**src/rtl/core/ddo_pkg.sv**
```systemverilog
`default_nettype none
// ----------------------------------------------------------------------------
// ddo_pkg: shared types and constants for the odometry block
// Holds the fixed-point format, the sequencer states, the multiplier control
// and status words, register indexes and the CORDIC arctangent table.
// ----------------------------------------------------------------------------
package ddo_pkg;

  // Fraction bits of the pose, heading and scale Q values.
  localparam int FRAC_BITS = 16;

  // Shared serial multiplier sizes.
  localparam int MA_W      = 64;
  localparam int MB_W      = 32;
  localparam int ACC_W     = MA_W + MB_W;
  localparam int MCNT_W    = 6;

  // Field widths of the stream words.
  localparam int TICK_W    = 32;
  localparam int POS_W     = 48;
  localparam int HDG_W     = 25;
  localparam int IN_DATA_W = 192;
  localparam int OUT_DATA_W = 128;

  // CORDIC constants: angle in Q.24 degrees, x and y in Q.30.
  localparam int TAB_LEN   = 24;
  localparam int IDX_W     = 5;
  localparam int ANG_W     = 34;
  localparam int XY_W      = 33;
  localparam logic signed [XY_W-1:0] GAIN_Q30 = 33'sd652032874;
  localparam logic signed [ANG_W-1:0] D90_Q24 = 34'sd1509949440;

  // atan(2^-i) in degrees, Q.24.
  localparam logic [31:0] ATAN_Q24 [TAB_LEN] = '{
    32'd754974720, 32'd445687602, 32'd235489088, 32'd119537938, 32'd60000934,
    32'd30029717,  32'd15018523,  32'd7509720,   32'd3754917,   32'd1877466,
    32'd938734,    32'd469367,    32'd234684,    32'd117342,    32'd58671,
    32'd29335,     32'd14668,     32'd7334,      32'd3667,      32'd1833,
    32'd917,       32'd458,       32'd229,       32'd115
  };

  // Configuration register indexes.
  localparam logic REG_DIST_SCALE = 1'b0;
  localparam logic REG_TURN_SCALE = 1'b1;

  // Input command codes.
  localparam logic CMD_SAMPLE   = 1'b0;
  localparam logic CMD_SET_POSE = 1'b1;

  typedef enum logic [4:0] {
    S_IDLE,
    S_TRAV_GO,
    S_TRAV_WAIT,
    S_TURN_GO,
    S_TURN_WAIT,
    S_WRAP,
    S_MOD,
    S_MRED,
    S_MFIX,
    S_CINIT,
    S_CORDIC,
    S_ROUND,
    S_X_GO,
    S_X_WAIT,
    S_Y_GO,
    S_Y_WAIT,
    S_DONE
  } state_t;

  typedef struct packed {
    logic              start;
    logic [MCNT_W-1:0] nbits;
  } mul_ctl_t;

  typedef struct packed {
    logic busy;
    logic done;
  } mul_sts_t;

endpackage
`default_nettype wire

```
**src/rtl/core/ddo_mul.sv**
```systemverilog
`default_nettype none
// ----------------------------------------------------------------------------
// ddo_mul: serial signed multiplier
// Shift-and-add over the bits of b, most significant first, one bit per
// cycle. The top bit of the selected range carries negative weight.
// ----------------------------------------------------------------------------
module ddo_mul (
  input  wire logic                            clk,
  input  wire logic                            rst_n,
  input  wire ddo_pkg::mul_ctl_t               ctl,
  input  wire logic signed [ddo_pkg::MA_W-1:0] a,
  input  wire logic signed [ddo_pkg::MB_W-1:0] b,
  output ddo_pkg::mul_sts_t                    sts,
  output logic signed [ddo_pkg::ACC_W-1:0]     prod
);
  import ddo_pkg::*;

  logic signed [ACC_W-1:0] acc_r, acc_nxt;
  logic signed [MA_W-1:0]  a_r, a_nxt;
  logic [MB_W-1:0]         b_r, b_nxt;
  logic [MCNT_W-1:0]       cnt_r, cnt_nxt;
  logic                    busy_r, busy_nxt;
  logic                    first_r, first_nxt;
  logic                    done_r, done_nxt;
  logic signed [ACC_W-1:0] addend;

  // One shift-add step per cycle.
  always_comb begin
    acc_nxt   = acc_r;
    a_nxt     = a_r;
    b_nxt     = b_r;
    cnt_nxt   = cnt_r;
    busy_nxt  = busy_r;
    first_nxt = first_r;
    done_nxt  = 1'b0;
    addend    = '0;
    if (b_r[MB_W-1]) begin
      addend = first_r ? -ACC_W'(a_r) : ACC_W'(a_r);
    end
    if (ctl.start) begin
      acc_nxt   = '0;
      a_nxt     = a;
      b_nxt     = b << (MCNT_W'(MB_W) - ctl.nbits);
      cnt_nxt   = ctl.nbits;
      busy_nxt  = 1'b1;
      first_nxt = 1'b1;
    end else if (busy_r) begin
      acc_nxt   = (acc_r <<< 1) + addend;
      b_nxt     = b_r << 1;
      cnt_nxt   = cnt_r - 1'b1;
      first_nxt = 1'b0;
      if (cnt_r == MCNT_W'(1)) begin
        busy_nxt = 1'b0;
        done_nxt = 1'b1;
      end
    end
  end

  always_ff @(posedge clk) begin
    acc_r   <= acc_nxt;
    a_r     <= a_nxt;
    b_r     <= b_nxt;
    cnt_r   <= cnt_nxt;
    first_r <= first_nxt;
    if (!rst_n) begin
      busy_r <= 1'b0;
      done_r <= 1'b0;
    end else begin
      busy_r <= busy_nxt;
      done_r <= done_nxt;
    end
  end

  assign sts.busy = busy_r;
  assign sts.done = done_r;
  assign prod     = acc_r;

endmodule
`default_nettype wire

```
**src/rtl/core/differential_drive_odometry.sv**
```systemverilog
`default_nettype none
// ----------------------------------------------------------------------------
// differential_drive_odometry: dead-reckoning pose tracker
// Integrates wheel encoder counts into x, y and heading for a two-wheel robot
// using a shared serial multiplier, a folding modulo-360 unit and a CORDIC loop.
// ----------------------------------------------------------------------------
// A sample word passes through the travel and turn multiplies, the heading wrap
//   (with a modulo-360 reduction when the heading leaves [-180,180]), the CORDIC
//   loop and the x and y multiplies before out_tvalid; a set-pose word only
//   through the heading wrap. Throughput: one word at a time; the next word is
//   taken once the result is registered; a result still held by the receiver
//   stalls the sequencer in its last state.
// Reset (rst_n, synchronous): pose and stored counts clear, both scales to 1.0.

module differential_drive_odometry #(
  parameter int CORDIC_STEPS = 16
) (
  input  wire logic                                 clk,
  input  wire logic                                 rst_n,
  // Input stream.
  input  wire logic                                 in_tvalid,
  output logic                                      in_tready,
  // tdata: left_ticks[31:0], right_ticks[63:32], pose_x[111:64],
  //        pose_y[159:112], pose_heading[184:160], zero pad
  input  wire logic [ddo_pkg::IN_DATA_W-1:0]        in_tdata,
  // tuser: cmd
  input  wire logic                                 in_tuser,
  // Result stream.
  output logic                                      out_tvalid,
  input  wire logic                                 out_tready,
  // tdata: pos_x[47:0], pos_y[95:48], heading[120:96], zero pad
  output logic [ddo_pkg::OUT_DATA_W-1:0]            out_tdata,
  // Configuration port.
  input  wire logic                                 cfg_psel,
  input  wire logic                                 cfg_penable,
  input  wire logic                                 cfg_pwrite,
  input  wire logic [2:0]                           cfg_paddr,
  input  wire logic [31:0]                          cfg_pwdata,
  output logic [31:0]                               cfg_prdata,
  output logic                                      cfg_pready
);
  import ddo_pkg::*;

  localparam int HW      = 9 + FRAC_BITS;
  localparam int V_W     = 67;
  localparam int REM_W   = 10 + FRAC_BITS;
  localparam int C_W     = FRAC_BITS + 2;
  localparam int STEPS   = (CORDIC_STEPS < TAB_LEN) ? CORDIC_STEPS : TAB_LEN;
  // A full turn is 45 * 2^SH, and 2^12 is one more than a multiple of 45.
  localparam int SH      = FRAC_BITS + 3;
  localparam int FOLD_W  = 60;
  localparam int SUM_W   = 15;
  localparam int RED_W   = 13;
  localparam logic [14:0] RECIP_45 = 15'd23302;
  localparam logic [5:0]  MOD_45   = 6'd45;
  localparam longint HALF_L = 64'sd180 <<< FRAC_BITS;
  localparam longint FULL_L = 64'sd360 <<< FRAC_BITS;
  localparam logic signed [V_W-1:0]   HALF_V = V_W'(HALF_L);
  localparam logic [REM_W-1:0]        FULL_R = REM_W'(FULL_L);
  localparam logic signed [REM_W:0]   HALF_S = (REM_W+1)'(HALF_L);
  localparam logic signed [REM_W:0]   FULL_S = (REM_W+1)'(FULL_L);
  localparam logic signed [XY_W:0]    RND_Q  = (XY_W+1)'(64'sd1 <<< (29 - FRAC_BITS));
  localparam logic signed [XY_W:0]    ONE_Q  = (XY_W+1)'(64'sd1 <<< FRAC_BITS);

  // Sequencer and datapath registers.
  state_t                      state_r, state_nxt;
  logic                        cmd_r, cmd_nxt;
  logic signed [TICK_W-1:0]    dist_r, turn_r;
  logic [TICK_W-1:0]           last_l_r, last_l_nxt, last_r_r, last_r_nxt;
  logic signed [TICK_W:0]      sum_r, sum_nxt, dif_r, dif_nxt;
  logic signed [MA_W-1:0]      trav_r, trav_nxt;
  logic signed [HDG_W-1:0]     ph_r, ph_nxt;
  logic signed [HW-1:0]        heading_r, heading_nxt;
  logic [POS_W-1:0]            x_r, x_nxt, y_r, y_nxt;
  logic [V_W-1:0]              vmag_r, vmag_nxt;
  logic                        vneg_r, vneg_nxt;
  logic [REM_W-1:0]            rem_r, rem_nxt;
  logic [RED_W-1:0]            fold_r, fold_nxt;
  logic signed [ANG_W-1:0]     ang_r, ang_nxt;
  logic signed [XY_W-1:0]      cx_r, cx_nxt, cy_r, cy_nxt;
  logic [IDX_W-1:0]            it_r, it_nxt;
  logic                        neg_r, neg_nxt;
  logic signed [C_W-1:0]       c_r, c_nxt, s_r, s_nxt;
  logic                        out_valid_r, out_valid_nxt;
  logic [POS_W-1:0]            ox_r, ox_nxt, oy_r, oy_nxt;
  logic [HDG_W-1:0]            oh_r, oh_nxt;

  // Shared multiplier hookup.
  mul_ctl_t                    mul_ctl;
  mul_sts_t                    mul_sts;
  logic signed [MA_W-1:0]      mul_a;
  logic signed [MB_W-1:0]      mul_b;
  logic signed [ACC_W-1:0]     mul_prod;

  // Combinational temporaries.
  logic [TICK_W-1:0]           dl, dr;
  logic signed [V_W-1:0]       v;
  logic [FOLD_W-1:0]           hi_part;
  logic [SUM_W-1:0]            chunk_sum;
  logic [RED_W-1:0]            fold_v;
  logic [27:0]                 q_full;
  logic [6:0]                  quo;
  logic [RED_W-1:0]            quo_45;
  logic [5:0]                  rem45;
  logic signed [REM_W:0]       r;
  logic signed [ANG_W-1:0]     a0;
  logic signed [XY_W-1:0]      xs, ys;
  logic signed [XY_W:0]        rx, ry, tx, ty;
  logic signed [C_W-1:0]       cq, sq;
  logic                        cfg_wr;

  ddo_mul u_mul (
    .clk   (clk),
    .rst_n (rst_n),
    .ctl   (mul_ctl),
    .a     (mul_a),
    .b     (mul_b),
    .sts   (mul_sts),
    .prod  (mul_prod)
  );

  // Configuration registers.
  assign cfg_pready = 1'b1;
  assign cfg_wr     = cfg_psel && cfg_penable && cfg_pwrite;
  assign cfg_prdata = (cfg_paddr[2] == REG_TURN_SCALE) ? turn_r : dist_r;

  always_ff @(posedge clk) begin
    if (!rst_n) begin
      dist_r <= 32'sd65536;
      turn_r <= 32'sd65536;
    end else if (cfg_wr) begin
      if (cfg_paddr[2] == REG_DIST_SCALE) begin
        dist_r <= cfg_pwdata;
      end else begin
        turn_r <= cfg_pwdata;
      end
    end
  end

  // Multiplier operand selection.
  always_comb begin
    mul_ctl.start = 1'b0;
    mul_ctl.nbits = MCNT_W'(MB_W);
    mul_a         = '0;
    mul_b         = '0;
    unique case (state_r)
      S_TRAV_GO: begin
        mul_ctl.start = 1'b1;
        mul_a         = MA_W'(sum_r);
        mul_b         = dist_r;
      end
      S_TURN_GO: begin
        mul_ctl.start = 1'b1;
        mul_a         = MA_W'(dif_r);
        mul_b         = turn_r;
      end
      S_X_GO: begin
        mul_ctl.start = 1'b1;
        mul_ctl.nbits = MCNT_W'(C_W);
        mul_a         = trav_r;
        mul_b         = MB_W'(c_r);
      end
      S_Y_GO: begin
        mul_ctl.start = 1'b1;
        mul_ctl.nbits = MCNT_W'(C_W);
        mul_a         = trav_r;
        mul_b         = MB_W'(s_r);
      end
      default: begin
        mul_ctl.start = 1'b0;
      end
    endcase
  end

  // Shared arithmetic terms.
  always_comb begin
    dl   = in_tdata[31:0] - last_l_r;
    dr   = in_tdata[63:32] - last_r_r;
    v    = cmd_r ? V_W'(ph_r) : V_W'(heading_r) + V_W'($signed(mul_prod[64:0]));
    // Whole turns above the low SH bits, folded in 12-bit chunks modulo 45.
    hi_part   = FOLD_W'(vmag_r >> SH);
    chunk_sum = SUM_W'(hi_part[11:0]) + SUM_W'(hi_part[23:12]) + SUM_W'(hi_part[35:24]) +
                SUM_W'(hi_part[47:36]) + SUM_W'(hi_part[59:48]);
    fold_v    = RED_W'(chunk_sum[11:0]) + RED_W'(chunk_sum[14:12]);
    // Quotient by 45 through a reciprocal multiply, exact for the folded range.
    q_full    = 28'(fold_r) * 28'(RECIP_45);
    quo       = q_full[26:20];
    quo_45    = RED_W'(quo) * RED_W'(MOD_45);
    rem45     = 6'(fold_r - quo_45);
    r    = (vneg_r && (rem_r != '0)) ? (FULL_S - $signed({1'b0, rem_r}))
                                     : $signed({1'b0, rem_r});
    a0   = ANG_W'(heading_r) <<< (24 - FRAC_BITS);
    xs   = cx_r >>> it_r;
    ys   = cy_r >>> it_r;
    rx   = neg_r ? -(XY_W+1)'(cx_r) : (XY_W+1)'(cx_r);
    ry   = neg_r ? -(XY_W+1)'(cy_r) : (XY_W+1)'(cy_r);
    tx   = (rx + RND_Q) >>> (30 - FRAC_BITS);
    ty   = (ry + RND_Q) >>> (30 - FRAC_BITS);
    cq   = (tx > ONE_Q) ? C_W'(ONE_Q) : ((tx < -ONE_Q) ? C_W'(-ONE_Q) : C_W'(tx));
    sq   = (ty > ONE_Q) ? C_W'(ONE_Q) : ((ty < -ONE_Q) ? C_W'(-ONE_Q) : C_W'(ty));
  end

  // Sequencer: next state and datapath updates.
  always_comb begin
    state_nxt     = state_r;
    cmd_nxt       = cmd_r;
    last_l_nxt    = last_l_r;
    last_r_nxt    = last_r_r;
    sum_nxt       = sum_r;
    dif_nxt       = dif_r;
    trav_nxt      = trav_r;
    ph_nxt        = ph_r;
    heading_nxt   = heading_r;
    x_nxt         = x_r;
    y_nxt         = y_r;
    vmag_nxt      = vmag_r;
    vneg_nxt      = vneg_r;
    rem_nxt       = rem_r;
    fold_nxt      = fold_r;
    ang_nxt       = ang_r;
    cx_nxt        = cx_r;
    cy_nxt        = cy_r;
    it_nxt        = it_r;
    neg_nxt       = neg_r;
    c_nxt         = c_r;
    s_nxt         = s_r;
    ox_nxt        = ox_r;
    oy_nxt        = oy_r;
    oh_nxt        = oh_r;
    out_valid_nxt = out_valid_r && !out_tready;
    in_tready     = 1'b0;

    unique case (state_r)
      S_IDLE: begin
        in_tready = 1'b1;
        if (in_tvalid) begin
          cmd_nxt = in_tuser;
          if (in_tuser == CMD_SET_POSE) begin
            x_nxt      = in_tdata[111:64];
            y_nxt      = in_tdata[159:112];
            ph_nxt     = in_tdata[184:160];
            last_l_nxt = '0;
            last_r_nxt = '0;
            state_nxt  = S_WRAP;
          end else begin
            sum_nxt    = (TICK_W+1)'($signed(dl)) + (TICK_W+1)'($signed(dr));
            dif_nxt    = (TICK_W+1)'($signed(dr)) - (TICK_W+1)'($signed(dl));
            last_l_nxt = in_tdata[31:0];
            last_r_nxt = in_tdata[63:32];
            state_nxt  = S_TRAV_GO;
          end
        end
      end
      S_TRAV_GO: state_nxt = S_TRAV_WAIT;
      S_TRAV_WAIT: begin
        if (mul_sts.done) begin
          trav_nxt  = mul_prod[64:1];
          state_nxt = S_TURN_GO;
        end
      end
      S_TURN_GO: state_nxt = S_TURN_WAIT;
      S_TURN_WAIT: begin
        if (mul_sts.done) begin
          state_nxt = S_WRAP;
        end
      end
      // New heading kept as is when in range, else reduced modulo 360.
      S_WRAP: begin
        if (v >= -HALF_V && v <= HALF_V) begin
          heading_nxt = HW'(v);
          state_nxt   = (cmd_r == CMD_SET_POSE) ? S_DONE : S_CINIT;
        end else begin
          vneg_nxt  = v[V_W-1];
          vmag_nxt  = v[V_W-1] ? V_W'(-v) : V_W'(v);
          state_nxt = S_MOD;
        end
      end
      // Fold the whole-turn part of the magnitude down to a small residue.
      S_MOD: begin
        fold_nxt  = fold_v;
        state_nxt = S_MRED;
      end
      // Residue modulo 45 joined with the low bits gives the remainder.
      S_MRED: begin
        rem_nxt   = REM_W'({rem45, vmag_r[SH-1:0]});
        state_nxt = S_MFIX;
      end
      S_MFIX: begin
        heading_nxt = (r > HALF_S) ? HW'(r - FULL_S) : HW'(r);
        state_nxt   = (cmd_r == CMD_SET_POSE) ? S_DONE : S_CINIT;
      end
      // Fold into [-90,90]; a fold by 180 degrees negates both results.
      S_CINIT: begin
        cx_nxt  = GAIN_Q30;
        cy_nxt  = '0;
        it_nxt  = '0;
        neg_nxt = 1'b0;
        ang_nxt = a0;
        if (a0 > D90_Q24) begin
          ang_nxt = a0 - (D90_Q24 <<< 1);
          neg_nxt = 1'b1;
        end else if (a0 < -D90_Q24) begin
          ang_nxt = a0 + (D90_Q24 <<< 1);
          neg_nxt = 1'b1;
        end
        state_nxt = S_CORDIC;
      end
      S_CORDIC: begin
        if (!ang_r[ANG_W-1]) begin
          cx_nxt  = cx_r - ys;
          cy_nxt  = cy_r + xs;
          ang_nxt = ang_r - ANG_W'(ATAN_Q24[it_r]);
        end else begin
          cx_nxt  = cx_r + ys;
          cy_nxt  = cy_r - xs;
          ang_nxt = ang_r + ANG_W'(ATAN_Q24[it_r]);
        end
        it_nxt = it_r + 1'b1;
        if (it_r == IDX_W'(STEPS - 1)) begin
          state_nxt = S_ROUND;
        end
      end
      S_ROUND: begin
        c_nxt     = cq;
        s_nxt     = sq;
        state_nxt = S_X_GO;
      end
      S_X_GO: state_nxt = S_X_WAIT;
      S_X_WAIT: begin
        if (mul_sts.done) begin
          x_nxt     = x_r + mul_prod[FRAC_BITS+POS_W-1:FRAC_BITS];
          state_nxt = S_Y_GO;
        end
      end
      S_Y_GO: state_nxt = S_Y_WAIT;
      S_Y_WAIT: begin
        if (mul_sts.done) begin
          y_nxt     = y_r + mul_prod[FRAC_BITS+POS_W-1:FRAC_BITS];
          state_nxt = S_DONE;
        end
      end
      // Hand the pose to the output register once it is free.
      S_DONE: begin
        if (!out_valid_r || out_tready) begin
          ox_nxt        = x_r;
          oy_nxt        = y_r;
          oh_nxt        = HDG_W'(heading_r);
          out_valid_nxt = 1'b1;
          state_nxt     = S_IDLE;
        end
      end
      default: state_nxt = S_IDLE;
    endcase
  end

  // State register.
  always_ff @(posedge clk) begin
    if (!rst_n) begin
      state_r <= S_IDLE;
    end else begin
      state_r <= state_nxt;
    end
  end

  // Pose state, stored counts and output valid.
  always_ff @(posedge clk) begin
    if (!rst_n) begin
      last_l_r    <= '0;
      last_r_r    <= '0;
      heading_r   <= '0;
      x_r         <= '0;
      y_r         <= '0;
      out_valid_r <= 1'b0;
    end else begin
      last_l_r    <= last_l_nxt;
      last_r_r    <= last_r_nxt;
      heading_r   <= heading_nxt;
      x_r         <= x_nxt;
      y_r         <= y_nxt;
      out_valid_r <= out_valid_nxt;
    end
  end

  // Working registers.
  always_ff @(posedge clk) begin
    cmd_r  <= cmd_nxt;
    sum_r  <= sum_nxt;
    dif_r  <= dif_nxt;
    trav_r <= trav_nxt;
    ph_r   <= ph_nxt;
    vmag_r <= vmag_nxt;
    vneg_r <= vneg_nxt;
    rem_r  <= rem_nxt;
    fold_r <= fold_nxt;
    ang_r  <= ang_nxt;
    cx_r   <= cx_nxt;
    cy_r   <= cy_nxt;
    it_r   <= it_nxt;
    neg_r  <= neg_nxt;
    c_r    <= c_nxt;
    s_r    <= s_nxt;
    ox_r   <= ox_nxt;
    oy_r   <= oy_nxt;
    oh_r   <= oh_nxt;
  end

  assign out_tvalid = out_valid_r;
  assign out_tdata  = {7'b0, oh_r, oy_r, ox_r};

  // The multiplier only finishes while the sequencer waits for it.
  a_mul_done_wait: assert property (@(posedge clk) disable iff (!rst_n)
    mul_sts.done |-> (state_r == S_TRAV_WAIT || state_r == S_TURN_WAIT ||
                      state_r == S_X_WAIT || state_r == S_Y_WAIT))
    else $error("multiplier finished outside a wait state");

  // The stored heading stays within [-180,180] degrees.
  a_heading_range: assert property (@(posedge clk) disable iff (!rst_n)
    (state_r == S_IDLE) |-> (heading_r >= HW'(-HALF_L) && heading_r <= HW'(HALF_L)))
    else $error("heading outside range");

  // The reduced remainder stays below one full turn.
  a_rem_bound: assert property (@(posedge clk) disable iff (!rst_n)
    (state_r == S_MFIX) |-> (rem_r < FULL_R))
    else $error("modulo remainder out of bound");

  // The rounded cosine is clamped to [-1,1].
  a_cos_clamp: assert property (@(posedge clk) disable iff (!rst_n)
    (state_r == S_X_GO) |-> (c_r <= C_W'(ONE_Q) && c_r >= C_W'(-ONE_Q)))
    else $error("cosine out of unit range");

  // No new word is taken while one is in flight.
  a_ready_idle: assert property (@(posedge clk) disable iff (!rst_n)
    in_tready |-> (state_r == S_IDLE))
    else $error("ready outside idle");

endmodule
`default_nettype wire
```
**config.mk**
```make
export PLATFORM = sky130hd
export DESIGN_NAME = differential_drive_odometry
export DESIGN_NICKNAME = d
export VERILOG_FILES = /design/src/rtl/core/ddo_pkg.sv /design/src/rtl/core/ddo_mul.sv /design/src/rtl/core/differential_drive_odometry.sv
export SDC_FILE = /design/constraint.sdc
export NUM_CORES = 2
export LEC_CHECK = 0
export BUFFER_PORTS_ARGS = -buffer_cell sky130_fd_sc_hd__buf_4
export CAP_MARGIN = 30
export CORE_UTILIZATION = 65
export CTS_BUF_LIST = sky130_fd_sc_hd__clkbuf_16
export DETAILED_ROUTE_END_ITERATION = 8
export GPL_TIMING_DRIVEN = 0
export PLACE_DENSITY_LB_ADDON = 0.2
export SLEW_MARGIN = 20
export SYNTH_ARGS = -nofsm -noshare
export SYNTH_HDL_FRONTEND = slang
export SYNTH_SLANG_ARGS = --single-unit
```
**constraint.sdc**
```tcl
create_clock -name clk -period 22.7 [get_ports clk]
set_clock_uncertainty 0.2 [all_clocks]
set_input_delay 1.135 -clock clk [delete_from_list [all_inputs] [get_ports clk]]
set_output_delay 1.135 -clock clk [all_outputs]
set_load 0.03 [all_outputs]
```
==> reports/results.txt <==
Synth Area in Compound Gates: 19.42%
total setup buffers inserted after CTS: 0
slowest stage cell, crit path: buf_1
synthesized cell area: 73,990 µm²
Tot Pwr: 10,020 µW
Layout area overhead: 12.08%
leakage power: 0.03409 µW
area leader, netlist: edfxtp_1
Fin. Hold Viols: 0
routed vias: 70.02k
CTS root buf: clkbuf_16
H-tree levels: 3
commonest non-fill, non-tap cell in the layout: nand2_1
Synth Area per Inst: 8.740 µm²
most frequent cells in the layout: nand2_1, a21oi_1, nor2_1
worst slew pin tran: 1.180 ns
Synth area leaders: edfxtp_1, ha_1, dfxtp_1
Post-Synth Simple-Gate Area: 17.44%
CTS clk-pin slew, worst paths: 0.08 ns
wire per inst: 24.25 µm
first drt pass iteration count: 9
DP HPWL: 196.4 mm
CTS resizes: 0
Synth Instances: 8,466
first-pass GRT wire length: 384.9 mm
worst path bufs/invs: 9
post-synthesis adder-cell area fraction: 11.91%
Worst Setup Start Kind: flip-flop
vias in the first global route: 66.48k
multiplexer share of the synthesized area: 3.874%
sequential area share after synthesis: 34.14%
die width: 339.4 µm
drt total wl: 256.8 mm
Tmin final: 11.51 ns
final slew viol count: 0
filler instances: 8,212
Post-Synth XOR/XNOR Area: 8.641%
failing checks: DRC
Iter 0 DRT Violations: 8,695
Power Density: 120.8 nW/µm²
Core ar.: 112,700 µm²
Ports: 398
Synth top area share: 25.41%
Reg area: 25,270 µm²
HP Class: reg2reg
Initial Util: 65.68%
share of cells above drive strength 1: 8.723%
CTS sink cnt: 949
largest net degree at the start of global routing: 37
Synth async-reset ratio: 0%
slew margin rel.: 20.70%
ANT nets after route: 0
CTS Buf Count: 101
arrival time worst endpoint: 11.76 ns
RSZ-0062 raised after global routing: false
WP data required: 22.95 ns
initial antenna violation count: 8
Max rail drop VDD: 0.2777 mV
footprint of the multi-input gates: 45,460 µm²
Die H: 339.4 µm
Via density: 6.610
CP Capture Type: flip-flop
final setup vio count: 0
achievable frequency: 86.89 MHz
Yosys reg bits: 949
port buffer count: 379
Unique masters post-synth: 102
maxcap violations: 0
Total Routing Usage GR: 42.87%
# rows: 123
nets: 9,894
largest fanout on the critical path: 10
Congestion Overflow GR: 0
combinational family with the most area after synthesis: compound AO/OA/AOI/OAI gates
EDFF count, synth: 626
CTS tree: done
Die ar.: 115,200 µm²
drt drc: 4
outcome: complete, but fails checks
Max Root-Sink Buffers: 3
crit-path max cell delay: 0.71 ns
Tcrit/Tclk final: 50.70%
Hold-fix buffers, CTS: 0
critical path class: reg2reg
Clock Latency Late Sink: 0.74 ns
YS warnings: 0
ys flop type: edfxtp_1
RD Place Congestion: 1.043
setup TNS: 0 ns
cell family with most CP delay: buffers and inverters
## cell families after synthesis
group                      Yosys count
other                                2
and+or+nand+nor                   2726
muxes                              239
buffers and inverters              889
AOI/OAI and AO/OA                 2274
xor gates and xnor gates           730
adders and majority gates          657
DFF                                949
## report_power, final
group          total (µW)  internal (µW)  switching (µW)
Combinational        5530           2230            3300
Sequential           2730           2360             365
Clock                1750            980             774
## worst reg2reg max path, delay by kind of cell (launching register included)
kind | cells | cell delay, ns
fa+ha+maj | 3 | 0.91
flops | 1 | 0.48
compound gates | 14 | 3.71
xor+xnor | 2 | 0.41
simple gates | 4 | 1.09
buf+inv | 9 | 4.42
## area by class of cell
class / count / area share, %
multi-input cells: 6635 / 54.82
diodes: 1 / 0.003018
plain buffers: 434 / 2.017
repair buffers: 426 / 4.172
clock inverters: 88 / 1.058
inverters: 455 / 2.059
clock buffers: 104 / 3.138
well taps: 1500 / 2.263
flip-flops and latches: 949 / 30.47
## metrics by stage
step	cell area, µm²	util, %	instances	worst slack [ns]	hold WS (ns)
final	82930	73.61	10592	11.19	0.2187
after global routing	82930	73.61	10591	10.70	0.2201
after CTS	82890	73.58	10587	11.49	0.2187
after detailed placement	79410	70.49	10395	11.60	0.2054
after global placement	78740	69.90	10352	9.116	0.2021
after floorplan	74020	-	8473	13.66	0.2003
## layer usage
layer / part of all wire [%] / global-route usage, % / vias up
li1: - / - / 31569
met1: 38 / 56.16 / 32975
met2: 44 / 67.61 / 4568
met3: 12 / 8.345 / 889
met4: 5.8 / 21.82 / 14
met5: 0.038 / 0 / -
## flip-flops by register name, indices dropped and copies added (netlist names), 25 cells and up
name	count
vmag_r	67
u_mul.prod	65
trav_r	64
u_mul.a_r	64
ox_r	48
oy_r	48
x_r	48
y_r	48
ang_r	34
cx_r	33
cy_r	33
sum_r	33
dif_r	32
dist_r	32
last_l_r	32
last_r_r	32
turn_r	32
u_mul.b_r	32
heading_r	25
oh_r	25
ph_r	25
rem_r	25
## Yosys cell counts (54+ instances only)
library cell	number
and3_1	148
nor2b_1	90
xnor2_1	497
a21oi_1	772
nand3_1	154
o31ai_1	68
ha_1	578
nand2b_1	99
dfxtp_1	323
a21o_1	167
inv_1	452
o21bai_1	86
xor2_1	233
a31oi_1	79
o21a_1	89
nor2_1	735
mux2_2	69
clkbuf_1	364
or3_1	68
buf_1	54
o21ai_0	483
nand4_1	67
edfxtp_1	626
nand2_1	894
a211oi_1	76
a222oi_1	57
fa_1	79
mux2i_1	139
and2_1	134
nor3_1	144
## worst paths after layout
check                             start                   to  slack, ns  cells past startpoint
hold reg to reg    vmag_r[15]$_DFFE_PP_  rem_r[15]$_DFFE_PP_       0.22                      0
setup reg to reg  it_r[0]$_SDFFCE_PN0N_  ang_r[32]$_DFFE_PN_      11.19                     32
setup / recovery  it_r[0]$_SDFFCE_PN0N_  ang_r[32]$_DFFE_PN_      11.19                     32
hold / removal     vmag_r[15]$_DFFE_PP_  rem_r[15]$_DFFE_PP_       0.22                      0
Power figures use the tool's default switching activity.
